[src/design/gnce_pkg.sv]
`timescale 1ns / 1ps

package gnce_pkg;

  localparam int MAX_SPAN     = 8;
  localparam int MAX_GRID_DIM = 1024;

  localparam int POS_W   = 32;
  localparam int RAD_W   = 31;
  localparam int INV_W   = 32;
  localparam int CFGD_W  = 32;
  localparam int CFG_DIM_W = 11;
  localparam int IDX_W   = 20;
  localparam int COORD_W = $clog2(MAX_GRID_DIM);
  localparam int DIM_W   = COORD_W + 1;
  localparam int CELL_W  = POS_W + 2;

  // Lanes of the cell-coordinate front end
  localparam int NLANE   = 6;
  localparam int LANE_CX = 0;
  localparam int LANE_CY = 1;
  localparam int LANE_XL = 2;
  localparam int LANE_XH = 3;
  localparam int LANE_YL = 4;
  localparam int LANE_YH = 5;

  localparam logic [INV_W-1:0]     INV_RESET  = 32'd65536;
  localparam logic [CFG_DIM_W-1:0] COLS_RESET = 11'd64;
  localparam logic [CFG_DIM_W-1:0] ROWS_RESET = 11'd64;

  typedef enum logic [1:0] {
    CFG_INV_CELL_SIZE = 2'd0,
    CFG_GRID_COLUMNS  = 2'd1,
    CFG_GRID_ROWS     = 2'd2
  } cfg_idx_e;

  typedef logic signed [CELL_W-1:0] cell_t;

  typedef struct packed {
    logic signed [POS_W-1:0] pos_x;
    logic signed [POS_W-1:0] pos_y;
    logic [RAD_W-1:0]        radius;
  } item_t;

  typedef struct packed {
    logic [IDX_W-1:0] cell_index;
    logic             last;
    logic             outside;
    logic             truncated;
  } result_t;

  // Window of one item, handed from the clamp stages to the emitter
  typedef struct packed {
    logic [COORD_W-1:0] i0;
    logic [COORD_W-1:0] i1;
    logic [COORD_W-1:0] j0;
    logic [COORD_W-1:0] j1;
    logic [IDX_W-1:0]   base;
    logic               truncated;
    logic               outside;
  } win_t;

endpackage

[src/design/gnce_window.sv]
`timescale 1ns / 1ps

module gnce_window import gnce_pkg::*; (
  input  logic             clk_i,
  input  logic             rst_ni,
  input  logic             vld_i,
  output logic             rdy_o,
  input  cell_t            cells_i [NLANE],
  input  logic [DIM_W-1:0] cols_i,
  input  logic [DIM_W-1:0] rows_i,
  output logic             vld_o,
  input  logic             rdy_i,
  output win_t             win_o
);

  typedef struct packed {
    logic [COORD_W-1:0] lo;
    logic [COORD_W-1:0] hi;
    logic               cut;
  } axis_t;

  logic  s4_vld_q, s5_vld_q;
  logic  en4, en5;
  axis_t ax, ay;
  logic  out_x, out_y, outside;
  win_t  w4_d, w4_q, w5_d, w5_q;
  logic [COORD_W+DIM_W-1:0] base_full;

  function automatic axis_t clamp_axis(cell_t lo_c, cell_t hi_c, logic [DIM_W-1:0] dim);
    cell_t              dmax;
    logic [COORD_W-1:0] a, b, d;
    axis_t              r;
    dmax  = cell_t'({{(CELL_W-DIM_W){1'b0}}, dim}) - cell_t'(1);
    a     = lo_c[CELL_W-1] ? '0 : lo_c[COORD_W-1:0];
    b     = (hi_c > dmax) ? dmax[COORD_W-1:0] : hi_c[COORD_W-1:0];
    d     = b - a;
    r.cut = d > COORD_W'(MAX_SPAN - 1);
    r.lo  = a;
    r.hi  = r.cut ? (a + COORD_W'(MAX_SPAN - 1)) : b;
    return r;
  endfunction

  assign en5   = !s5_vld_q || rdy_i;
  assign en4   = !s4_vld_q || en5;
  assign rdy_o = en4;
  assign vld_o = s5_vld_q;

  // Check the particle's own cell per axis
  assign out_x = cells_i[LANE_CX][CELL_W-1] ||
                 (cells_i[LANE_CX] >= cell_t'({{(CELL_W-DIM_W){1'b0}}, cols_i}));
  assign out_y = cells_i[LANE_CY][CELL_W-1] ||
                 (cells_i[LANE_CY] >= cell_t'({{(CELL_W-DIM_W){1'b0}}, rows_i}));
  assign outside = out_x || out_y;

  assign ax = clamp_axis(cells_i[LANE_XL], cells_i[LANE_XH], cols_i);
  assign ay = clamp_axis(cells_i[LANE_YL], cells_i[LANE_YH], rows_i);

  always_comb begin
    w4_d = '0;
    if (outside) begin
      // A single cell at index zero carries the flag
      w4_d.outside = 1'b1;
    end else begin
      w4_d.i0        = ax.lo;
      w4_d.i1        = ax.hi;
      w4_d.j0        = ay.lo;
      w4_d.j1        = ay.hi;
      w4_d.truncated = ax.cut || ay.cut;
    end
  end

  assign base_full = w4_q.j0 * cols_i;

  always_comb begin
    w5_d      = w4_q;
    w5_d.base = IDX_W'(base_full);
  end

  always_ff @(posedge clk_i or negedge rst_ni) begin
    if (!rst_ni) begin
      s4_vld_q <= 1'b0;
      s5_vld_q <= 1'b0;
    end else begin
      if (en4) s4_vld_q <= vld_i;
      if (en5) s5_vld_q <= s4_vld_q;
    end
  end

  always_ff @(posedge clk_i) begin
    if (en4) w4_q <= w4_d;
    if (en5) w5_q <= w5_d;
  end

  assign win_o = w5_q;

endmodule

[config.mk]
export PLATFORM = sky130hd
export DESIGN_NAME = gnce_window
export DESIGN_NICKNAME = d
export VERILOG_FILES = /design/src/design/gnce_pkg.sv /design/src/design/gnce_window.sv
export SDC_FILE = /design/constraint.sdc
export NUM_CORES = 1
export LEC_CHECK = 0
export ABC_AREA = 1
export BUFFER_PORTS_ARGS = -buffer_cell sky130_fd_sc_hd__buf_2
export CAP_MARGIN = 20
export CORE_MARGIN = 2
export CORE_UTILIZATION = 45
export DETAILED_ROUTE_END_ITERATION = 12
export GPL_ROUTABILITY_DRIVEN = 0
export PLACE_DENSITY = 0.81
export SLEW_MARGIN = 25
export SYNTH_ARGS = -nofsm -noshare
export SYNTH_HDL_FRONTEND = slang
export SYNTH_SLANG_ARGS = --single-unit
export TNS_END_PERCENT = 5
[constraint.sdc]
create_clock -name clk_i -period 5.78 [get_ports clk_i]
set_input_delay 0.289 -clock clk_i [delete_from_list [all_inputs] [get_ports clk_i]]
set_output_delay 0.289 -clock clk_i [all_outputs]
set_load 0.02 [all_outputs]
==> flow_metrics.tcl <==
set metrics [dict create \
    required_ns 5.88 \
    critPathKind "reg -> reg" \
    numCtsBuffers 9 \
    fin_ws_ns 0.395 \
    slowest_stage "edfxtp_1" \
    grt_pass1_wl_um 48900 \
    max_freq_mhz 186 \
    yosysMostFrequentCell "nand2_1" \
    post_cts_buffers 0 \
    cp_top_family "adder cells" \
    fin_skew_ns 0.0202 \
    hold-worst-slack_ns 0.118 \
    maxCapViolCount 0 \
    num_vias 10376 \
    cpMostUsedCell "fa_1" \
    root_buffer "clkbuf_16" \
    synthToLayoutAreaGrowth_pct 16.4 \
    cts.htree.levels 3 \
    core.rowCount 58 \
    path_clk_slew_ns 0.07 \
    status "completed" \
    die_h_um 165 \
    synthCells 1416 \
    max-vdd-ir-drop_uv 187 \
    yosysSeqAreaShare_pct 27.3 \
    path_cells "nand2_1, fa_1, fa_1, inv_1, ha_1, inv_1, fa_1, inv_1, fa_1, ha_1, a21oi_1, o21ai_0, a21o_1, a21boi_0, o21ai_0, a31oi_1, xnor2_1" \
    cp_num_buf_inv 3 \
    powerDensity_nw_per_um2 209 \
    antenna_found_initial 9 \
    cts_tree "yes" \
    synth-seq-cells 106 \
    cpPeakStageDelay_ns 0.66 \
    avgSynthCellArea_um2 8.20 \
    port_buffers 247 \
    clk_latency_ns 0.37 \
    wl_per_cell_um 15.2 \
    report.final.slew_viol_count 0 \
    synth_top_area_cell "edfxtp_1" \
    die_area_um2 27100 \
    cts_sinks 106 \
    synth_edf_count 104 \
    grt_max_degree 64 \
    synth.net_count 1882 \
    grt_pass1_vias 10430 \
    ys.flop_type "edfxtp_1" \
    wl_um 30300 \
    drive_gt1_share_pct 18.0 \
    grt.overflow.total 0 \
    timing_hold_violations_final 0 \
    ant_nets 0 \
    synthesis.area_um2 11600 \
    synthArstFlopShare_pct 1.89 \
    chipWidth_um 165 \
    fin_total_pwr_mw 2.82 \
    drcViolationCount 0 \
    period_needed_ns 5.39 \
    dpl.hpwl_um 24900 \
    layout.nets 2120 \
    yosys_warnings 0 \
    worstSetupStartpointType "flop" \
    setup_viol 0 \
    initial_core_util_pct 46.0 \
    drt_iter0_markers 748 \
    cp.arrival_ns 5.49 \
    p_leak_nw 7.26 \
    place_ws_ns 0.166 \
    relSlewSlack_pct 45.1 \
    end_kind "flop" \
    hp-class "in -> reg" \
    viasPerCell 5.19 \
    tightestPinTransition_ns 0.824 \
    crit_fanout 12 \
    synthDistinctLibCells 44 \
    io_pins 294 \
    synthTopCellsByArea "edfxtp_1 (27%), ha_1 (18%), fa_1 (12%)" \
    setup_tns_ns 0 \
    firstDrtPassIters 5 \
    clockBufferDepth 2 \
    core_area_um2 25300 \
    grt_usage_pct 22.9 \
    synth_common_cells "nand2_1 (360), inv_1 (227), ha_1 (165), nor2_1 (130), edfxtp_1 (104)" \
    period_share_pct 93.2 \
    yosysTopAreaCellShare_pct 26.9 \
]
state kept, by name (all words and copies together) (netlist names):
| register | count |
|---|---|
| win_o | 62 |
| s4_vld_q | 1 |
| w4_q | 42 |
| vld_o | 1 |
power breakdown:
part | switching, mW | total, mW | internal (mW) | leakage (nW)
Combinational | 0.749 | 1.20 | 0.454 | 5.99
Sequential | 0.0401 | 1.01 | 0.968 | 1.13
Clock | 0.310 | 0.612 | 0.302 | 0.138
worst paths after layout:
kind                                        start                    to  slack (ns)  cells after the start
max reg2reg                w4_q[35]$_SDFFCE_PP0P_   win_o[17]$_DFFE_PP_        0.39                     17
min in group asynchronous                  rst_ni     vld_o$_DFFE_PN0P_        0.26                      2
min reg2reg                w4_q[46]$_SDFFCE_PP0P_   win_o[46]$_DFFE_PP_        0.42                      0
max                        w4_q[35]$_SDFFCE_PP0P_   win_o[17]$_DFFE_PP_        0.39                     17
min                                         vld_i  s4_vld_q$_DFFE_PN0P_        0.12                      3
max in group asynchronous                  rst_ni  s4_vld_q$_DFFE_PN0P_        5.42                      2
cell type report:
class / count / area [um2]
antenna: 9 / 22.5
clock buffer: 11 / 233
clock inverter: 5 / 51.3
fill: 2319 / 11700
inverter: 231 / 867
multi-input combinational: 1048 / 7430
sequential: 106 / 3170
tap: 330 / 413
timing repair buffer: 258 / 1320
cell usage in the layout, fill, tap and decap left out, types with 9 or more instances in the layout:
master | netlist | routed
diode_2 | 0 | 9
edfxtp_1 | 104 | 104
buf_4 | 1 | 10
nand2_1 | 360 | 359
nor2_1 | 130 | 129
xnor2_1 | 15 | 15
a21oi_1 | 71 | 71
inv_1 | 227 | 227
nand4_1 | 33 | 33
o21a_1 | 11 | 11
o21ai_1 | 10 | 10
clkbuf_16 | 0 | 9
nand3_1 | 49 | 48
nor3_1 | 12 | 12
buf_2 | 3 | 247
fa_1 | 71 | 71
o21ai_0 | 17 | 17
ha_1 | 165 | 165
xor2_1 | 48 | 48
layer usage:
metal / wire [um] / GRT usage, % / vias to the layer above
li1: - / - / 5072
met3: 2040 / 4.37 / 61
met2: 15300 / 41.6 / 418
met5: 0 / 0 / -
met4: 913 / 8.18 / 0
met1: 12100 / 26.9 / 4825
cell families after synthesis:
group                      Yosys count  synth area share (%)
buffers and inverters              262                  8.73
adders and majority gates          236                  30.0
and+or+nand+nor                    618                  22.8
DFF                                106                  27.3
xor gates and xnor gates            63                  4.75
AOI/OAI and AO/OA                  131                  6.38
worst min-delay path, cell delays in order:
cell     delay (ns)
buf_2          0.08
inv_1          0.03
nand2_1        0.05
timing repair:
item                       4_1_cts  5_1_grt
hold buffers                     1        0
hold endpoints to repair         2        0
gates resized for setup          0        1
setup endpoints to repair        0        2
through the flow:
stage,cell area [um2],util (%),instances
5_1_grt,13500,53.5,1997
3_5_place_dp,13200,52.2,1972
3_3_place_gp,13200,52.2,1972
6_report,13500,53.5,1998
2_1_floorplan,11600,-,1416
4_1_cts,13500,53.4,1989
Power figures use the tool's default switching activity.
