### config.mk
export PLATFORM = sky130hd
export DESIGN_NAME = gnce_emit
export DESIGN_NICKNAME = d
export VERILOG_FILES = /design/src/design/gnce_pkg.sv /design/src/design/gnce_emit.sv
export SDC_FILE = /design/constraint.sdc
export NUM_CORES = 1
export LEC_CHECK = 0
export BUFFER_PORTS_ARGS = -buffer_cell sky130_fd_sc_hd__buf_4
export CORE_AREA = 10 10 194 105
export CTS_CLUSTER_DIAMETER = 100
export DETAILED_ROUTE_END_ITERATION = 12
export DIE_AREA = 0 0 204 115
export PLACE_DENSITY = 0.45
export SLEW_MARGIN = 20
export SYNTH_ARGS = -nofsm -noshare
export SYNTH_HDL_FRONTEND = slang
export SYNTH_SLANG_ARGS = --single-unit
### constraint.sdc
create_clock -name clk_i -period 4.8 [get_ports clk_i]
set_clock_uncertainty 0.1 [all_clocks]
set_input_delay 0.48 -clock clk_i [delete_from_list [all_inputs] [get_ports clk_i]]
set_output_delay 0.48 -clock clk_i [all_outputs]
set_load 0.02 [all_outputs]
### src/design/gnce_pkg.sv
`timescale 1ns / 1ps

package gnce_pkg;

  localparam int MAX_SPAN     = 8;
  localparam int MAX_GRID_DIM = 1024;

  localparam int POS_W   = 32;
  localparam int RAD_W   = 31;
  localparam int INV_W   = 32;
  localparam int CFGD_W  = 32;
  localparam int CFG_DIM_W = 11;
  localparam int IDX_W   = 20;
  localparam int COORD_W = $clog2(MAX_GRID_DIM);
  localparam int DIM_W   = COORD_W + 1;
  localparam int CELL_W  = POS_W + 2;

  // Lanes of the cell-coordinate front end
  localparam int NLANE   = 6;
  localparam int LANE_CX = 0;
  localparam int LANE_CY = 1;
  localparam int LANE_XL = 2;
  localparam int LANE_XH = 3;
  localparam int LANE_YL = 4;
  localparam int LANE_YH = 5;

  localparam logic [INV_W-1:0]     INV_RESET  = 32'd65536;
  localparam logic [CFG_DIM_W-1:0] COLS_RESET = 11'd64;
  localparam logic [CFG_DIM_W-1:0] ROWS_RESET = 11'd64;

  typedef enum logic [1:0] {
    CFG_INV_CELL_SIZE = 2'd0,
    CFG_GRID_COLUMNS  = 2'd1,
    CFG_GRID_ROWS     = 2'd2
  } cfg_idx_e;

  typedef logic signed [CELL_W-1:0] cell_t;

  typedef struct packed {
    logic signed [POS_W-1:0] pos_x;
    logic signed [POS_W-1:0] pos_y;
    logic [RAD_W-1:0]        radius;
  } item_t;

  typedef struct packed {
    logic [IDX_W-1:0] cell_index;
    logic             last;
    logic             outside;
    logic             truncated;
  } result_t;

  // Window of one item, handed from the clamp stages to the emitter
  typedef struct packed {
    logic [COORD_W-1:0] i0;
    logic [COORD_W-1:0] i1;
    logic [COORD_W-1:0] j0;
    logic [COORD_W-1:0] j1;
    logic [IDX_W-1:0]   base;
    logic               truncated;
    logic               outside;
  } win_t;

endpackage

### src/design/gnce_emit.sv
`timescale 1ns / 1ps

module gnce_emit import gnce_pkg::*; (
  input  logic             clk_i,
  input  logic             rst_ni,
  input  logic             vld_i,
  output logic             rdy_o,
  input  win_t             win_i,
  input  logic [DIM_W-1:0] cols_i,
  output logic             strobe_o,
  output result_t          res_o
);

  logic               act_q, act_d;
  logic [COORD_W-1:0] i_q, i_d, j_q, j_d;
  win_t               w_q, w_d;
  logic [IDX_W-1:0]   row_q, row_d;
  logic               strobe_q;
  result_t            res_q, res_d;
  logic               row_end, fin, load;

  assign row_end = (i_q == w_q.i1);
  assign fin     = act_q && row_end && (j_q == w_q.j1);
  assign load    = vld_i && (!act_q || fin);
  assign rdy_o   = !act_q || fin;

  always_comb begin
    act_d = act_q;
    i_d   = i_q;
    j_d   = j_q;
    w_d   = w_q;
    row_d = row_q;
    if (load) begin
      act_d = 1'b1;
      w_d   = win_i;
      i_d   = win_i.i0;
      j_d   = win_i.j0;
      row_d = win_i.base;
    end else if (fin) begin
      act_d = 1'b0;
    end else if (act_q) begin
      if (row_end) begin
        // Wrap to the next row
        i_d   = w_q.i0;
        j_d   = j_q + COORD_W'(1);
        row_d = row_q + IDX_W'(cols_i);
      end else begin
        i_d = i_q + COORD_W'(1);
      end
    end
  end

  always_comb begin
    res_d.cell_index = row_q + IDX_W'(i_q);
    res_d.last       = fin;
    res_d.outside    = w_q.outside;
    res_d.truncated  = w_q.truncated;
  end

  always_ff @(posedge clk_i or negedge rst_ni) begin
    if (!rst_ni) begin
      act_q    <= 1'b0;
      strobe_q <= 1'b0;
    end else begin
      act_q    <= act_d;
      strobe_q <= act_q;
    end
  end

  always_ff @(posedge clk_i) begin
    i_q   <= i_d;
    j_q   <= j_d;
    w_q   <= w_d;
    row_q <= row_d;
    res_q <= res_d;
  end

  assign strobe_o = strobe_q;
  assign res_o    = res_q;

endmodule

==> metrics, run 1 <==
Total Routing Usage GR 12.1%; worst r2r path cells 7; post-cts resize count 0; drt total wl 14.3 mm; worst hold path type input port to register; Syn Inst Count 431; Post-synth EDFFs 72; GP Congestion 0.816; Final ANT Viol Nets 0; CTS tree done; Post-Place Cells 759; H-tree Lvls 3; starting DRC count in detailed routing 163; kind of critical path register to output port; pwr dens 408 nW/um^2; post-synth top area cell edfxtp_1; syn_nets 532; row cnt 34; fin crit share 73.3%; chip width 204 um; setup TNS 0 ns; slew of the pin with the lowest slew margin 1.00 ns; layout cells sized above 1 26.9%; library cells used by synthesis 50; Synth Area in Adders 6.57%; Slew HR 32.8%; Synth Area in Simple Gates 11.5%; Peak VDD IR 0.211 mV; Synth area leaders edfxtp_1 (43%), dfxtp_1 (9.2%), xnor2_1 (7.2%), ha_1 (5.8%), a21oi_1 (5.0%); CP bufs+invs 1; non-filler instance count after layout 776; Final min period 3.52 ns; Clock Pin Slew Worst Setup and Hold Paths 0.07 ns; Worst EP required 4.22 ns; status complete, no violations; final setup violation count 0; initial antenna violation count 0; Nets 638; drt pass-1 iters 4; post-DP HPWL 11.1 mm; Die Span Y 115 um; slowest stage cell on the critical path or4_4; io pins 101; WL per Instance 18.4 um; cell area after synthesis 4990 sq um; number of buffers created by CTS 9; Max Freq 284 MHz; Synth Area in XOR/XNOR 11.8%; Seq/Total Area, Yosys 53.6%; die area 23500 sq um; Root Driver clkbuf_16; Largest delay share family, worst path simple AND/OR/NAND/NOR gates; Vias 3577; crit path capture type output port; max-cap viol count 0; Avg Vias per Cell 4.61; first-pass GRT wire length 21.7 mm; WP data arrival 2.94 ns; syn avg cell area 11.6 sq um; worst-path fanout max 18; Final Hold Viols 0; vias in the first global route 3721; Max Root-Sink Buffers 2; critical path cell sequence xor2_1, nor4_2, nand4_2, or4_4, nand2_2, buf_4; compound-cell area share of the yosys netlist 10.8%; Port Buf Inserts 100; postcts setup bufs 0; Synth Warn # 0; largest net degree at the start of global routing 35; RSZ-0062 raised after global routing no; largest family of logic cells by synthesized area XOR/XNOR gates; critical path depth in cells 6; synthesized flop and latch total 97; Synth Flop Type edfxtp_1; Hold Path Depth 1; Clk Latency, worst-skew pair 0.36 ns; mux contribution to synthesized area 4.22%; ys async rst share 2.06%; crit start category register; Congestion Overflow GR 0; Core ar. 17000 sq um; share of the synthesized area in the top cell type 43.4%; n_diodes 0; DRC 0; CTS Sinks 97; most common cell after layout, fill and taps aside buf_4; Area growth syn-to-layout 27.3%; CTS Hold Buffers Added 1; leading cell types in the layout, fill and taps excluded buf_4 (103), edfxtp_1 (72), a21oi_1 (50); Initial Utilization 29.4%; max incr delay on CP 0.71 ns; final count of pins violating max slew 0; Lkg Pwr 2.50 nW; Pwr Total 2.59 mW
logic make-up (layout without fill, tap and decap cells):
| logic type | Yosys count | after routing |
|---|---|---|
| AOI/OAI and AO/OA | 89 | 89 |
| xor gates and xnor gates | 67 | 67 |
| adders and majority gates | 25 | 25 |
| buffers and inverters | 19 | 130 |
| DFF | 97 | 97 |
| muxes | 19 | 19 |
| and+or+nand+nor | 115 | 115 |
metal layers:
layer  GRT usage [%]  wire length [um]  up-vias
met5               0                 0        -
met3            4.49               965       13
met4            2.89               155        0
met1            17.9              7550     1694
li1                -                 -     1779
met2            16.0              5580       91
flip-flops by register name, summed over array words and instances, names as in the netlist:
| register | cells |
|---|---|
| w_q | 30 |
| res_o | 23 |
| row_q | 20 |
| i_q | 10 |
| j_q | 10 |
| res_d | 2 |
| act_q | 1 |
| strobe_o | 1 |
worst reg2reg max path, stage by stage, from the launching register on:
cell and delay, ns:
edfxtp_1 0.47, xnor2_1 0.29, nand2_1 0.09, nor4_1 0.65
a2bb2oi_4 0.42, buf_4 0.39, inv_1 0.09, buf_4 0.38
metrics by stage:
stage | hold WS [ns] | setup WS [ns] | utilization, % | area, sq um
floorplan | 0.0844 | 1.27 | - | 4990
global placement | 0.164 | 1.62 | 35.5 | 6030
detailed placement | 0.164 | 1.57 | 35.5 | 6030
CTS | 0.184 | 1.25 | 37.4 | 6350
global route | 0.178 | 1.11 | 37.4 | 6350
finish | 0.202 | 1.28 | 37.4 | 6350
area by class of cell:
class / count / area, sq um
fill: 1709 / 10600
clock buffer: 9 / 225
clock inverter: 7 / 77.6
tap: 234 / 293
timing repair buffer: 104 / 783
multi-input combinational: 315 / 2260
sequential: 97 / 2670
inverter: 10 / 37.5
cell usage after synthesis (3+ instances only):
master,n
nor2_1,46
nand2_1,18
a211oi_1,3
o21ai_0,9
inv_1,10
o21a_1,4
nand4_1,8
a21o_1,6
edfxtp_1,72
and4_1,3
xor2_1,26
and2_1,4
dfxtp_1,23
a21oi_1,50
clkbuf_1,3
ha_1,23
nand3_1,10
mux2i_1,3
o211ai_1,3
and3_1,7
mux2_2,16
buf_2,6
xnor2_1,41
nor3_1,5
power by group:
part           switching (mW)  internal [mW]
clock                   0.334          0.410
sequential             0.0886           1.02
combinational           0.388          0.352
total                   0.811           1.78
path summary, 6_finish.rpt:
check                           startpoint       end  slack, ns
worst max register to register      j_q[0]   w_q[51]       1.53
worst max-delay path                i_q[2]     rdy_o       1.28
worst min register to register    res_d[1]  res_o[1]       0.24
min in group asynchronous           rst_ni     act_q       0.34
worst min-delay path              win_i[0]  res_d[1]       0.20
max in group asynchronous           rst_ni  strobe_o       4.17
Note: power is estimated with default switching activity, not from simulation.
==> run 2, diff against run 1 <==
--- a/config.mk
+++ b/config.mk
@@ -10,7 +10,7 @@
 export CTS_CLUSTER_DIAMETER = 100
 export DETAILED_ROUTE_END_ITERATION = 12
 export DIE_AREA = 0 0 204 115
-export PLACE_DENSITY = 0.45
+export PLACE_DENSITY = 0.47
 export SLEW_MARGIN = 20
 export SYNTH_ARGS = -nofsm -noshare
 export SYNTH_HDL_FRONTEND = slang
==> constraint.sdc (replaced) <==
create_clock -name clk_i -period 3.1 [get_ports clk_i]
set_clock_uncertainty 0.1 [all_clocks]
set_input_delay 0.31 -clock clk_i [delete_from_list [all_inputs] [get_ports clk_i]]
set_output_delay 0.31 -clock clk_i [all_outputs]
set_load 0.02 [all_outputs]
==> metrics, run 2 (same netlist as run 1, synthesis figures left out) <==
pwr dens 650 nW/um^2; Biggest register w_q; Congestion Overflow GR 0; leading cell types in the layout, fill and taps excluded buf_4 (109), edfxtp_1 (72), a21oi_1 (50); Port Buf Inserts 100; post-cts resize count 0; Avg Vias per Cell 4.62; register area 2670 sq um; Slew HR 49.5%; die area 23500 sq um; Nets 644; status complete, no violations; kind of critical path register to output port; Initial Utilization 29.4%; post-DP HPWL 11.1 mm; Area growth syn-to-layout 29.2%; Root Driver clkbuf_16; Final ANT Viol Nets 0; GP Congestion 0.859; Vias 3610; CTS tree done; Peak VDD IR 0.294 mV; starting DRC count in detailed routing 217; most common cell after layout, fill and taps aside buf_4; chip width 204 um; setup TNS 0 ns; Final min period 2.91 ns; Largest delay share family, worst path simple AND/OR/NAND/NOR gates; Die Span Y 115 um; fin crit share 93.9%; Core ar. 17000 sq um; Final Hold Viols 0; Total Routing Usage GR 12.1%; NetSw 1.24 mW; DRC 0; slew of the pin with the lowest slew margin 0.755 ns; CTS Sinks 97; CP bufs+invs 1; Max Freq 343 MHz; Pwr Total 4.19 mW; Clk network pwr share 31.1%; worst-path fanout max 7; Seq pwr share 41.3%; Max Root-Sink Buffers 2; P_int 2.95 mW; crit start category register; Clk Latency, worst-skew pair 0.35 ns; combinational power share 27.6%; number of flip-flops in the largest register 30; crit path capture type output port; RSZ-0062 raised after global routing no; io pins 101; row cnt 34; initial antenna violation count 0; final setup violation count 0; Clock Pin Slew Worst Setup and Hold Paths 0.07 ns; first-pass GRT wire length 21.5 mm; worst hold path type input port to register; final count of pins violating max slew 0; Fill cells 1682; layout cells sized above 1 27.7%; area occupied by multi-input gates 2260 sq um; Worst EP required 2.69 ns; Lkg Pwr 2.55 nW; Switching Fraction 29.6%; max-cap viol count 0; slowest stage cell on the critical path or4_4; H-tree Lvls 3; critical path cell sequence xor2_1, nor4_2, nand4_2, or4_4, nand2_2, buf_4; number of buffers created by CTS 9; max incr delay on CP 0.59 ns; drt pass-1 iters 4; largest net degree at the start of global routing 33; WL per Instance 18.1 um; WP data arrival 2.50 ns; n_diodes 0; drt total wl 14.2 mm; vias in the first global route 3603
-- run 2: changes by cell type in the layout (fill, tap and decap cells not counted) --
cell / delta
clkinv_2: -1
buf_4: +6
inv_8: -1
clkbuf_8: +1
clkinv_4: -1
bufinv_16: +2
-- run 2: path summary, 6_finish.rpt --
check | startpoint | slack (ns) | depth (start not counted) | to
max in group asynchronous | rst_ni | 2.63 | 2 | act_q
setup reg to reg | i_q[4] | 0.26 | 8 | res_o[20]
hold / removal | win_i[24] | 0.03 | 1 | w_q[24]
min in group asynchronous | rst_ni | 0.18 | 2 | strobe_o
setup / recovery | i_q[2] | 0.19 | 6 | rdy_o
hold reg to reg | res_d[1] | 0.25 | 0 | res_o[1]
-- run 2: through the flow --
step | util, % | worst slack, ns | instances | area [sq um] | hold slack [ns]
floorplan | - | 0.205 | 431 | 4990 | -0.0856
global placement | 35.8 | 0.365 | 765 | 6080 | -0.00617
detailed placement | 35.8 | 0.335 | 765 | 6080 | -0.00480
CTS | 37.9 | 0.178 | 782 | 6440 | 0.0129
global route | 37.9 | 0.0375 | 782 | 6440 | 0.00884
finish | 37.9 | 0.188 | 782 | 6440 | 0.0306
-- run 2: routing by layer --
metal / global-route usage (%) / up-vias / routed length [um]
li1: - / 1797 / -
met1: 18.6 / 1694 / 7940
met2: 15.3 / 108 / 5250
met3: 4.38 / 11 / 862
met4: 2.50 / 0 / 102
met5: 0 / - / 0
-- run 2: final cells by class --
class	instances	area share (%)
Sequential cell	97	41.5
Clock buffer	10	3.71
Tap cell	234	4.55
Clock inverter	6	1.75
Inverter	10	0.583
Multi-Input combinational cell	315	35.0
Timing Repair Buffer	110	12.9
-- run 2: repair_timing --
item                       in CTS  in global routing
hold buffers                    1                  0
setup buffers                   0                  0
hold endpoints to repair        2                  0
setup endpoints to repair       0                  0
-- run 2: power by group through the flow --
stage | Sequential, mW | Clock, mW | Combinational, mW
6_report | 1.73 | 1.30 | 1.15
5_1_grt | 1.75 | 1.40 | 1.27
4_1_cts | 1.73 | 1.36 | 1.15
3_5_place_dp | 1.76 | 0 | 1.14
3_3_place_gp | 1.75 | 0 | 1.15
2_1_floorplan | 1.81 | 0 | 0.630
==> run 3, diff against run 2 <==
--- a/config.mk
+++ b/config.mk
@@ -6,10 +6,10 @@
 export NUM_CORES = 1
 export LEC_CHECK = 0
 export BUFFER_PORTS_ARGS = -buffer_cell sky130_fd_sc_hd__buf_4
-export CORE_AREA = 10 10 194 105
+export CORE_AREA = 10 10 178 113
 export CTS_CLUSTER_DIAMETER = 100
 export DETAILED_ROUTE_END_ITERATION = 12
-export DIE_AREA = 0 0 204 115
+export DIE_AREA = 0 0 188 123
 export PLACE_DENSITY = 0.47
 export SLEW_MARGIN = 20
 export SYNTH_ARGS = -nofsm -noshare
==> metrics, run 3 (same netlist as run 1, synthesis figures left out) <==
status complete, no violations; io pins 101; Clock Pin Slew Worst Setup and Hold Paths 0.07 ns; Core ar. 16900 sq um; drt total wl 13.4 mm; chip width 188 um; Lkg Pwr 2.53 nW; Worst EP required 2.69 ns; Max Root-Sink Buffers 2; initial antenna violation count 0; WL per Instance 17.1 um; Congestion Overflow GR 0; WP data arrival 2.44 ns; Initial Utilization 29.6%; Clk Latency, worst-skew pair 0.35 ns; crit path capture type output port; die area 23100 sq um; Final min period 2.85 ns; Peak VDD IR 0.276 mV; Area growth syn-to-layout 28.6%; Total Routing Usage GR 11.6%; vias in the first global route 3665; CTS tree done; number of flip-flops in the largest register 30; Biggest register w_q; slew of the pin with the lowest slew margin 0.685 ns; Avg Vias per Cell 4.56; H-tree Lvls 3; layout cells sized above 1 27.2%; most common cell after layout, fill and taps aside buf_4; kind of critical path register to output port; Nets 644; row cnt 37; slowest stage cell on the critical path or4_4; number of buffers created by CTS 9; post-DP HPWL 10.4 mm; GP Congestion 0.822; Die Span Y 123 um; n_diodes 0; fin crit share 92.0%; CTS Sinks 97; leading cell types in the layout, fill and taps excluded buf_4 (108), edfxtp_1 (72), a21oi_1 (50); design area 6410 sq um; drt pass-1 iters 4; Final ANT Viol Nets 0; pwr dens 634 nW/um^2; post-cts resize count 0; final count of pins violating max slew 0; Vias 3565; placed inst area 6090 sq um; critical path cell sequence xor2_1, nor4_2, nand4_2, or4_4, nand2_2, buf_4; largest net degree at the start of global routing 36; crit start category register; worst hold path type input port to register; Final Hold Viols 0; max-cap viol count 0; DRC 0; final setup violation count 0; Port Buf Inserts 100; first-pass GRT wire length 20.9 mm; Max Freq 351 MHz; setup TNS 0 ns; max incr delay on CP 0.57 ns; RSZ-0062 raised after global routing no; starting DRC count in detailed routing 176; Slew HR 54.3%; Root Driver clkbuf_16; worst-path fanout max 7
-- run 3: cell count changes in the layout (fill, tap and decap cells not counted) --
| cell | before | now |
|---|---|---|
| inv_6 | 1 | 0 |
| clkbuf_8 | 1 | 0 |
| clkinvlp_4 | 0 | 1 |
| buf_4 | 109 | 108 |
| buf_12 | 0 | 1 |
| clkinv_2 | 1 | 0 |
| bufinv_16 | 3 | 2 |
| clkbuf_1 | 0 | 2 |
| clkinv_1 | 0 | 1 |
-- run 3: worst max-delay path, delay by kind of cell (launching register included) --
| kind | cells | cell delay, ns |
|---|---|---|
| buffers and inverters | 1 | 0.16 |
| flip-flops | 1 | 0.52 |
| AND/OR/NAND/NOR | 4 | 1.22 |
| XOR/XNOR | 1 | 0.20 |
-- run 3: per-layer routing --
layer / track usage [%] / routed length, um / vias up
li1: - / - / 1800
met1: 16.9 / 7240 / 1658
met2: 16.0 / 5270 / 95
met3: 4.11 / 777 / 12
met4: 2.39 / 102 / 0
met5: 0 / 0 / -
-- run 3: area by class of cell --
cell class                      count  area [sq um]
Clock buffer                       11           233
Clock inverter                      5          80.1
Fill cell                        1713         10400
Inverter                           10          37.5
Multi-Input combinational cell    315          2260
Sequential cell                    97          2670
Tap cell                          234           293
Timing Repair Buffer              110           841
-- run 3: what timing repair did --
action	CTS	global route
hold buffers	1	0
setup endpoints to repair	0	0
endpoints found under the hold margin	2	0
setup buffers	0	0
-- run 3: worst paths after layout --
check | from | endpoint | slack (ns) | cells after the start
setup / recovery | i_q[2] | rdy_o | 0.25 | 6
hold / removal | win_i[43] | w_q[43] | 0.03 | 1
setup reg to reg | i_q[4] | res_o[18] | 0.36 | 8
hold reg to reg | res_d[1] | res_o[1] | 0.24 | 0
max in group asynchronous | rst_ni | strobe_o | 2.64 | 2
min in group asynchronous | rst_ni | act_q | 0.18 | 2
-- run 3: through the flow --
step | power [mW] | hold slack [ns] | instances | util [%] | worst slack (ns)
floorplan | 2.44 | -0.0856 | 431 | - | 0.205
global placement | 2.89 | -0.00566 | 765 | 36.1 | 0.373
detailed placement | 2.91 | -0.00492 | 765 | 36.1 | 0.379
CTS | 4.12 | 0.0199 | 782 | 38.1 | 0.228
global route | 4.30 | 0.0134 | 782 | 38.1 | 0.133
finish | 4.06 | 0.0312 | 782 | 38.1 | 0.248
-- run 3: report_power, final --
group	leakage (nW)	total, mW	internal, mW	switching (mW)
logic	1.51	1.16	0.556	0.600
clock network	0.147	1.20	0.707	0.489
registers	0.878	1.71	1.58	0.137
