[config.mk]
export PLATFORM = sky130hd
export DESIGN_NAME = gnce_cfg
export DESIGN_NICKNAME = d
export VERILOG_FILES = /design/src/design/gnce_pkg.sv /design/src/design/gnce_cfg.sv
export SDC_FILE = /design/constraint.sdc
export NUM_CORES = 1
export LEC_CHECK = 0
export ABC_AREA = 1
export BUFFER_PORTS_ARGS = -buffer_cell sky130_fd_sc_hd__buf_2
export CAP_MARGIN = 20
export CORE_UTILIZATION = 35
export CTS_BUF_LIST = sky130_fd_sc_hd__clkbuf_4 sky130_fd_sc_hd__clkbuf_8
export CTS_CLUSTER_SIZE = 30
export DETAILED_ROUTE_END_ITERATION = 8
export GPL_ROUTABILITY_DRIVEN = 0
export RECOVER_POWER = 25
export SYNTH_ARGS = -nofsm -noshare
export SYNTH_HDL_FRONTEND = slang
export SYNTH_SLANG_ARGS = --single-unit
[constraint.sdc]
create_clock -name clk_i -period 1.7 [get_ports clk_i]
set_clock_uncertainty 0.1 [all_clocks]
set_input_delay 0.17 -clock clk_i [delete_from_list [all_inputs] [get_ports clk_i]]
set_output_delay 0.17 -clock clk_i [all_outputs]
set_load 0.02 [all_outputs]
[src/design/gnce_pkg.sv]
`timescale 1ns / 1ps

package gnce_pkg;

  localparam int MAX_SPAN     = 8;
  localparam int MAX_GRID_DIM = 1024;

  localparam int POS_W   = 32;
  localparam int RAD_W   = 31;
  localparam int INV_W   = 32;
  localparam int CFGD_W  = 32;
  localparam int CFG_DIM_W = 11;
  localparam int IDX_W   = 20;
  localparam int COORD_W = $clog2(MAX_GRID_DIM);
  localparam int DIM_W   = COORD_W + 1;
  localparam int CELL_W  = POS_W + 2;

  // Lanes of the cell-coordinate front end
  localparam int NLANE   = 6;
  localparam int LANE_CX = 0;
  localparam int LANE_CY = 1;
  localparam int LANE_XL = 2;
  localparam int LANE_XH = 3;
  localparam int LANE_YL = 4;
  localparam int LANE_YH = 5;

  localparam logic [INV_W-1:0]     INV_RESET  = 32'd65536;
  localparam logic [CFG_DIM_W-1:0] COLS_RESET = 11'd64;
  localparam logic [CFG_DIM_W-1:0] ROWS_RESET = 11'd64;

  typedef enum logic [1:0] {
    CFG_INV_CELL_SIZE = 2'd0,
    CFG_GRID_COLUMNS  = 2'd1,
    CFG_GRID_ROWS     = 2'd2
  } cfg_idx_e;

  typedef logic signed [CELL_W-1:0] cell_t;

  typedef struct packed {
    logic signed [POS_W-1:0] pos_x;
    logic signed [POS_W-1:0] pos_y;
    logic [RAD_W-1:0]        radius;
  } item_t;

  typedef struct packed {
    logic [IDX_W-1:0] cell_index;
    logic             last;
    logic             outside;
    logic             truncated;
  } result_t;

  // Window of one item, handed from the clamp stages to the emitter
  typedef struct packed {
    logic [COORD_W-1:0] i0;
    logic [COORD_W-1:0] i1;
    logic [COORD_W-1:0] j0;
    logic [COORD_W-1:0] j1;
    logic [IDX_W-1:0]   base;
    logic               truncated;
    logic               outside;
  } win_t;

endpackage

[src/design/gnce_cfg.sv]
`timescale 1ns / 1ps

module gnce_cfg import gnce_pkg::*; (
  input  logic                 clk_i,
  input  logic                 rst_ni,
  input  logic                 cfg_valid_i,
  output logic                 cfg_ready_o,
  input  logic [1:0]           cfg_index_i,
  input  logic [CFGD_W-1:0]    cfg_data_i,
  output logic [INV_W-1:0]     inv_o,
  output logic [DIM_W-1:0]     cols_o,
  output logic [DIM_W-1:0]     rows_o
);

  logic [INV_W-1:0]     inv_q;
  logic [CFG_DIM_W-1:0] cols_q;
  logic [CFG_DIM_W-1:0] rows_q;

  function automatic logic [DIM_W-1:0] dim_of(logic [CFG_DIM_W-1:0] r);
    logic [DIM_W-1:0] d;
    if (r == '0) begin
      d = DIM_W'(1);
    end else if (32'(r) > MAX_GRID_DIM) begin
      d = DIM_W'(MAX_GRID_DIM);
    end else begin
      d = DIM_W'(r);
    end
    return d;
  endfunction

  assign cfg_ready_o = 1'b1;

  always_ff @(posedge clk_i or negedge rst_ni) begin
    if (!rst_ni) begin
      inv_q  <= INV_RESET;
      cols_q <= COLS_RESET;
      rows_q <= ROWS_RESET;
    end else if (cfg_valid_i) begin
      unique case (cfg_idx_e'(cfg_index_i))
        CFG_INV_CELL_SIZE: inv_q  <= cfg_data_i[INV_W-1:0];
        CFG_GRID_COLUMNS:  cols_q <= cfg_data_i[CFG_DIM_W-1:0];
        CFG_GRID_ROWS:     rows_q <= cfg_data_i[CFG_DIM_W-1:0];
        default: ;  // drop writes to unknown indexes
      endcase
    end
  end

  assign inv_o  = inv_q;
  assign cols_o = dim_of(cols_q);
  assign rows_o = dim_of(rows_q);

endmodule

==> flow_summary.ini, run 1 <==
[pwr]
p_per_area_mw_per_mm2 = 1020
totalPowerFinal_mw = 3.69
ir_drop_mv = 0.429
leakage_nw = 1.94

[setup_path]
cp-start-kind = flip-flop
r2r_slack_ns = 0.68
r2r-end = cols_q[6]
crit_end = cols_o[6]
timing.critical_path.from = cols_q[3]
crit_fanout = 6
cp.arrival_ns = 1.53
r2r_cells = 3
cp-end-kind = output port
worst-setup-path-type = flip-flop to output port
worstPathRequired_ns = 1.43
r2r_start = cols_q[6]

[yosys]
syn_avg_cell_area_um2 = 8.98
synth_cells = 287
synth_nets = 324
synth_area_mm2 = 0.00258
yosysWarnings = 0
synth.largest_area_cell = dfrtp_1
synth_area_leaders = dfrtp_1, o21ai_2, nand2_1
synth_top_area_share_pct = 49.5
synthTopCellsByCount = nand2_1, inv_1, dfrtp_1
synth-seq-cells = 54
synth_cell_types = 18
yosysSeqAreaShare_pct = 52.6
ys.flop_type = dfrtp_1
ys_async_sr_fraction_pct = 100
synth_edf_count = 0
yosysMostFrequentCell = nand2_1

[place]
placed_cell_area_mm2 = 0.00307
place_ws_ns = 0.214
io_buffers = 90
hpwl_um = 3780

[timing]
hold_viol = 0
grt_setup_unrepaired = yes
setup_ws_ns = -0.0978
period_minus_slack_ns = 1.80
worst_pin_slew_ns = 1.01
fmax_mhz = 556
finalSetupViolCount = 15
period_share_pct = 106
slew_headroom_pct = 32.3
slew_viol_final = 0

[cells_and_area]
drive_gt1_share_pct = 42.0
antenna-diode-count = 0
finalInstanceArea_mm2 = 0.00361
layout.nets = 448
area_delta_synth_final_pct = 40.0
fill_cells = 684

[clock_network]
numCtsBuffers = 5
clk_pin_slew_ns = 0.09
clock_path_buffers = 2
clk_root_buffer_cell = clkbuf_8
cts_tree = yes
insertion_delay_ns = 0.30
cts.sinks = 54
htree_levels = 2

[routing]
post_drt_wl_per_cell_um = 11.8
drtIter0Drc = 87
drtAntennaViolNets = 0
vias = 2138
drc = 0
totalWireLength_um = 5980
viasPerCell = 4.21
dr.pass1.iters = 5

[floorplan]
die_x_um = 87.8
start_util_pct = 37.1
dieHeight_um = 87.8
die-area_mm2 = 0.00771
rows = 30
coreArea_mm2 = 0.00694
ios = 92

[outcome]
violations = setup timing
status = finished, violations left

[global_routing]
antenna_found_initial = 0
first_global_vias = 1934
grt_pass1_wl_um = 9160
grt_overflow = 0
global_route.usage.total_pct = 15.5
grt_start_max_net_pins = 65

[run]
cap_violations = 0

[min_path]
hold_path.class = primary input to flip-flop
## layout by cell type (no fill, tap or decap), types with 11 or more instances in the layout
cell	count
buf_2	74
nand2_1	62
inv_1	56
dfrtp_1	51
o21ai_2	24
dlygate4sd3_1	22
buf_4	20
o21ai_0	19
o21ai_1	13
nor2_2	11
nor2_1	11
## kinds of logic after synthesis
family          synth area share [%]
compound gates                  16.9
buf+inv                         13.4
flops                           52.6
other cells                    0.146
simple gates                    17.0
## stage by stage
| stage | cells | util [%] | setup TNS (ns) | hold slack (ns) |
|---|---|---|---|---|
| after floorplan | 287 | - | 0 | -0.226 |
| after global placement | 464 | 44.3 | 0 | 0.0347 |
| after detailed placement | 464 | 44.3 | 0 | 0.0348 |
| after CTS | 500 | 50.0 | -0.624 | 0.0472 |
| after global routing | 508 | 51.9 | -2.19 | 0.0357 |
| final | 508 | 51.9 | -0.642 | 0.0534 |
## area by class of cell
class                   instances  area [um2]  area share (%)
clock buffers                   7        90.1            2.50
flip-flops and latches         54        1360            37.6
well taps                      96         120            3.33
inverters                      58         218            6.04
multi-input cells             162         930            25.8
clock inverters                 1        5.00           0.139
repair buffers                130         888            24.6
## where the power goes
part           switching (mW)  total [mW]  internal, mW
Combinational           0.756        1.30         0.544
Clock                   0.401       0.747         0.346
Sequential              0.146        1.64          1.50
## worst min path at each step
| stage | start | end | slack [ns] | cells past startpoint |
|---|---|---|---|---|
| 3_5_place_dp | rst_ni | inv_o[11] | 0.03 | 1 |
| 5_1_grt | cfg_data_i[6] | rows_q[6] | 0.04 | 3 |
| 3_3_place_gp | rst_ni | inv_o[9] | 0.03 | 1 |
| 2_1_floorplan | rst_ni | cols_q[0] | -0.23 | 0 |
| 4_1_cts | cfg_data_i[6] | rows_q[6] | 0.05 | 3 |
| 6_report | cfg_data_i[6] | rows_q[6] | 0.05 | 3 |
## state kept, by name (all words and copies together) (netlist names)
name,cells
cols_q,11
rows_q,11
inv_o,32
## per-layer routing
layer  track usage, %  up-vias  wire (um)
li1                 -     1106          -
met1             19.9      953       2640
met2             26.0       70       2950
met3             4.34        9        315
met4             3.73        0         63
met5                0        -          0
## worst max-delay path, cell delays in order (launching register included)
cell and delay (ns):
dfrtp_1 0.41, nor2_2 0.17, nand3_2 0.11, nor2_2 0.12
nor2_2 0.05, buf_6 0.14, nor2_4 0.09, buf_6 0.12
## what timing repair did
item	in CTS	in global routing
setup buffers	6	8
hold buffers	22	0
hold endpoints to repair	37	0
endpoints found under the setup margin	16	17
pin swaps	5	16
resized for setup	13	49
gates cloned	0	0
Power figures use the tool's default switching activity.
==> run 2, diff against run 1 <==
--- a/config.mk
+++ b/config.mk
@@ -8,7 +8,7 @@
 export ABC_AREA = 1
 export BUFFER_PORTS_ARGS = -buffer_cell sky130_fd_sc_hd__buf_2
 export CAP_MARGIN = 20
-export CORE_UTILIZATION = 35
+export CORE_UTILIZATION = 30
 export CTS_BUF_LIST = sky130_fd_sc_hd__clkbuf_4 sky130_fd_sc_hd__clkbuf_8
 export CTS_CLUSTER_SIZE = 30
 export DETAILED_ROUTE_END_ITERATION = 8
==> run 2 against run 1 <==
The run still ends with setup timing left. Largest cell class unchanged. Clock-buffer cell count is 1 lower. Register-to-register slack improved by 0.03 ns. Final cell count increased by 2.2%. Setup slack improved by 0.021 ns. Maximum frequency increased by 1.2%. Combinational power down 5%. Sequential power hardly changed. Highest routed layer unchanged. Power increased by 6.2%. Cell area grew 0.24%. Critical path type unchanged.
==> flow_summary.ini, run 2 (synthesis gave the netlist of run 1 again) <==
[setup_path]
path_delay_family = flip-flops
r2r-end = cols_q[6]
worst-path-buf-inv = 2
cp.arrival_ns = 1.51
r2r_cells = 3
worstPathRequired_ns = 1.43
cp-start-kind = flip-flop
crit_path_max_incr_delay_ns = 0.57
cpMostUsedCell = nor2_1
crit_fanout = 6
crit_chain = nor2_4 -> nand3_2 -> nor2_1 -> nor2_1 -> buf_4 -> nor2_1 -> buf_4
worst-setup-path-type = flip-flop to output port
cp-end-kind = output port
r2r_slack_ns = 0.71
r2r_start = cols_q[6]
critical_path_depth = 7
crit_path_top_delay_cell = dfstp_2

[floorplan]
start_util_pct = 31.2
die-area_mm2 = 0.00896
ios = 92
dieHeight_um = 94.7
rows = 33
coreArea_mm2 = 0.00826
die_x_um = 94.7

[global_routing]
grt_start_max_net_pins = 65
grt_overflow = 0
global_route.usage.total_pct = 13.8
grt_pass1_wl_um = 9450
antenna_found_initial = 0
first_global_vias = 1986

[place]
io_buffers = 90
hpwl_um = 4120
placed_cell_area_mm2 = 0.00311
place_ws_ns = 0.186

[pwr]
p_per_area_mw_per_mm2 = 1080
internal_power_mw = 2.65
switching_share_pct = 32.4
leakage_nw = 1.96
totalPowerFinal_mw = 3.92
combPwrFrac_pct = 31.5
p_sw_mw = 1.27
clkPwrFrac_pct = 26.8
ir_drop_mv = 0.535
seqPwrFrac_pct = 41.8

[cells_and_area]
largest_reg_flops = 32
fill_cells = 851
finalInstanceArea_mm2 = 0.00361
drive_gt1_share_pct = 39.4
area_delta_synth_final_pct = 40.3
layout_commonest_cell = buf_2
layout.nets = 450
final_cell_mix = buf_2, nand2_1, inv_1
antenna-diode-count = 0

[clock_network]
cts.sinks = 54
cts_tree = yes
insertion_delay_ns = 0.30
clock_path_buffers = 2
clk_pin_slew_ns = 0.10
numCtsBuffers = 5
htree_levels = 2
clk_root_buffer_cell = clkbuf_8

[routing]
vias = 2169
drtAntennaViolNets = 0
totalWireLength_um = 5920
drc = 0
drtIter0Drc = 63
post_drt_wl_per_cell_um = 11.4
dr.pass1.iters = 4
viasPerCell = 4.18

[min_path]
min_to = rows_q[6]
min_path_cells = 3
hold_path.class = primary input to flip-flop
hold_path.startpoint = cfg_data_i[6]

[outcome]
violations = setup timing
status = finished, violations left

[timing]
fmax_mhz = 563
hold_viol = 0
period_share_pct = 105
slew_viol_final = 0
slew_headroom_pct = 24.5
worst_pin_slew_ns = 1.13
finalSetupViolCount = 8
period_minus_slack_ns = 1.78
grt_setup_unrepaired = yes
setup_ws_ns = -0.0770

[run]
cap_violations = 0
run 2: through the flow:
| step | cells | TNS [ns] | util [%] | hold slack [ns] |
|---|---|---|---|---|
| after floorplan | 287 | 0 | - | -0.226 |
| after global placement | 474 | 0 | 37.6 | 0.0562 |
| after detailed placement | 474 | 0 | 37.6 | 0.0586 |
| after CTS | 512 | -0.770 | 43.5 | 0.0638 |
| after global routing | 519 | -1.71 | 43.8 | 0.0725 |
| final | 519 | -0.411 | 43.8 | 0.0657 |
run 2: how the worst max path moves through the flow:
stage	startpoint	endpoint	slack (ns)
after floorplan	cols_q[6]	cols_o[1]	0.32
after global placement	cols_q[0]	cols_o[2]	0.28
final	cols_q[6]	cols_o[2]	-0.08
after global routing	cols_q[2]	cols_o[2]	-0.15
after CTS	cols_q[3]	cols_o[4]	-0.11
after detailed placement	cols_q[7]	cols_o[4]	0.19
run 2: power groups by stage:
stage          combinational (mW)  sequential [mW]  clock (mW)
6_report                     1.23             1.64        1.05
5_1_grt                      1.36             1.67        1.12
4_1_cts                      1.20             1.63        1.08
3_5_place_dp                 1.07             1.65           0
3_3_place_gp                 1.06             1.65           0
2_1_floorplan               0.568             1.79           0
run 2: layer usage:
| layer | part of all wire (%) | wire [um] | GRT usage, % | vias to the layer above |
|---|---|---|---|---|
| met1 | 44 | 2610 | 17.7 | 974 |
| met4 | 0.69 | 41 | 3.03 | 0 |
| met3 | 6.8 | 400 | 3.70 | 5 |
| met2 | 49 | 2870 | 23.3 | 76 |
| li1 | - | - | - | 1114 |
| met5 | 0 | 0 | 0 | - |
run 2: layout make-up:
type,count,area [um2],area share (%)
clock inverters,2,60.1,1.66
multi-input cells,162,868,24.0
flip-flops and latches,54,1360,37.5
clock buffers,6,82.6,2.28
well taps,105,131,3.63
inverters,58,218,6.02
repair buffers,132,900,24.9
run 2: repair_timing:
item | 4_1_cts | 5_1_grt
hold endpoints to repair | 35 | 0
hold buffers | 22 | 0
endpoints found under the setup margin | 17 | 17
pin swaps | 12 | 13
gates resized for setup | 20 | 22
buffers inserted | 8 | 7
run 2: worst reg2reg max path: cells and delay by family, from the launching register on:
family / cells / cell delay [ns]
AND/OR/NAND/NOR: 1 / 0.04
flip-flops: 1 / 0.57
AO/OA/AOI/OAI: 1 / 0.09
buffers and inverters: 1 / 0.12
==> run 3, diff against run 2 <==
--- a/config.mk
+++ b/config.mk
@@ -8,6 +8,7 @@
 export ABC_AREA = 1
 export BUFFER_PORTS_ARGS = -buffer_cell sky130_fd_sc_hd__buf_2
 export CAP_MARGIN = 20
+export CORE_MARGIN = 10
 export CORE_UTILIZATION = 30
 export CTS_BUF_LIST = sky130_fd_sc_hd__clkbuf_4 sky130_fd_sc_hd__clkbuf_8
 export CTS_CLUSTER_SIZE = 30
==> run 3 against run 2 <==
The flow still finishes with violations (setup timing). Clock-buffer cell count increased by 1. Maximum frequency is 0.62% higher. Critical path type unchanged. Largest power group unchanged. Flip-flop and latch count stayed put. Global-route usage shrank 3.1 points. Highest routed layer unchanged. Die area increased by 42%. First-iteration DRC count is 19% lower.
==> flow_summary.ini, run 3 (synthesis gave the netlist of run 1 again) <==
[outcome]
status = finished, violations left
violations = setup timing

[cells_and_area]
largest_reg_flops = 32
antenna-diode-count = 0
finalInstanceArea_mm2 = 0.00361
layout_commonest_cell = buf_2
area_delta_synth_final_pct = 40.2
final-instance-count-excl-fill = 515
fill_cells = 845
layout.nets = 446
final_cell_mix = buf_2, nand2_1, inv_1
multiInputGateArea_um2 = 946
regArea_mm2 = 0.00136
final_util_pct = 43.5
drive_gt1_share_pct = 43.9

[timing]
grt_setup_unrepaired = yes
hold_viol = 0
setup_ws_ns = -0.0659
period_share_pct = 104
finalSetupViolCount = 11
fmax_mhz = 566
worst_pin_slew_ns = 0.752
slew_viol_final = 0
period_minus_slack_ns = 1.77
slew_headroom_pct = 49.9

[setup_path]
crit_chain = nor2_4 -> nand3_2 -> nor2_2 -> nor2_2 -> buf_6 -> nor2_2 -> buf_6
worstPathRequired_ns = 1.43
cp-start-kind = flip-flop
path_delay_family = flip-flops
worst-path-buf-inv = 2
cp-end-kind = output port
cp.arrival_ns = 1.50
crit_path_max_incr_delay_ns = 0.57
critical_path_depth = 7
worst-setup-path-type = flip-flop to output port
crit_fanout = 5
crit_path_top_delay_cell = dfstp_2
r2r_cells = 3
cpMostUsedCell = nor2_2

[global_routing]
grt_pass1_wl_um = 11300
use_met2_pct = 16.7
met3_usage_pct = 6.28
grt_util_met1_pct = 12.4
grt_start_max_net_pins = 55
antenna_found_initial = 0
first_global_vias = 2295
grt_overflow = 0
grt-busiest-layer = met2
global_route.usage.total_pct = 10.7

[floorplan]
ios = 92
die-area_mm2 = 0.0127
coreArea_mm2 = 0.00830
die_x_um = 113
rows = 33
dieHeight_um = 113
start_util_pct = 31.0

[routing]
vias = 2145
drtIter0Drc = 51
viasPerCell = 4.17
dr.pass1.iters = 4
post_drt_wl_per_cell_um = 13.4
drtAntennaViolNets = 0
totalWireLength_um = 6880
drc = 0

[place]
hpwl_um = 5020
place_inst = 473
io_buffers = 90
placed_cell_area_mm2 = 0.00309

[run]
cap_violations = 0

[pwr]
ir_drop_mv = 0.427
leakage_nw = 1.94
p_per_area_mw_per_mm2 = 1020

[clock_network]
htree_levels = 2
insertion_delay_ns = 0.30
cts.sinks = 54
clk_root_buffer_cell = clkbuf_8
cts_tree = yes
clk_pin_slew_ns = 0.09
clock_path_buffers = 2
numCtsBuffers = 5

[min_path]
min_path_cells = 3
hold_path.class = primary input to flip-flop
-- run 3: worst paths after layout --
kind                       slack [ns]          start         to
max in group asynchronous        0.55         rst_ni  inv_o[28]
max reg2reg                      0.70      cols_q[6]  cols_q[6]
min reg2reg                      0.38      inv_o[14]  inv_o[14]
min                              0.04  cfg_data_i[6]  cols_q[6]
max                             -0.07      cols_q[6]  cols_o[2]
min in group asynchronous        0.46         rst_ni  inv_o[22]
-- run 3: layer usage --
| metal | wire length (um) | vias to the layer above | part of all wire, % |
|---|---|---|---|
| li1 | - | 1106 | - |
| met1 | 2780 | 960 | 40 |
| met2 | 3230 | 71 | 47 |
| met3 | 822 | 8 | 12 |
| met4 | 57 | 0 | 0.83 |
| met5 | 0 | - | 0 |
-- run 3: worst min-delay path: stages --
cell	delay [ns]
buf_2	0.10
inv_1	0.09
o21ai_1	0.08
-- run 3: final cells by class --
type | count | area share (%)
clock buffer | 7 | 2.49
clock inverter | 1 | 0.139
inverter | 58 | 6.03
multi-input combinational | 162 | 26.2
sequential | 54 | 37.5
tap | 105 | 3.64
timing repair buffer | 128 | 24.0
-- run 3: report_power, final --
group          switching (mW)  internal [mW]  leakage [nW]
sequential              0.137           1.50         0.668
combinational           0.774          0.538          1.22
clock                   0.407          0.346        0.0517
total                    1.32           2.38          1.94
-- run 3: repair_timing --
| action | CTS | global route |
|---|---|---|
| setup endpoints to repair | 17 | 17 |
| pin swaps | 11 | 12 |
| resized for setup | 21 | 37 |
| endpoints found under the hold margin | 71 | 1 |
| buffers inserted | 9 | 3 |
| hold buffers | 21 | 1 |
-- run 3: stage by stage --
step / setup TNS [ns] / setup WS [ns] / power [mW] / hold slack (ns)
after floorplan: 0 / 0.320 / 2.36 / -0.226
after global placement: 0 / 0.243 / 2.73 / 0.0928
after detailed placement: 0 / 0.217 / 2.76 / 0.0919
after CTS: -0.914 / -0.118 / 3.66 / 0.00105
after global routing: -1.83 / -0.139 / 3.96 / 0.0320
final: -0.435 / -0.0659 / 3.70 / 0.0435
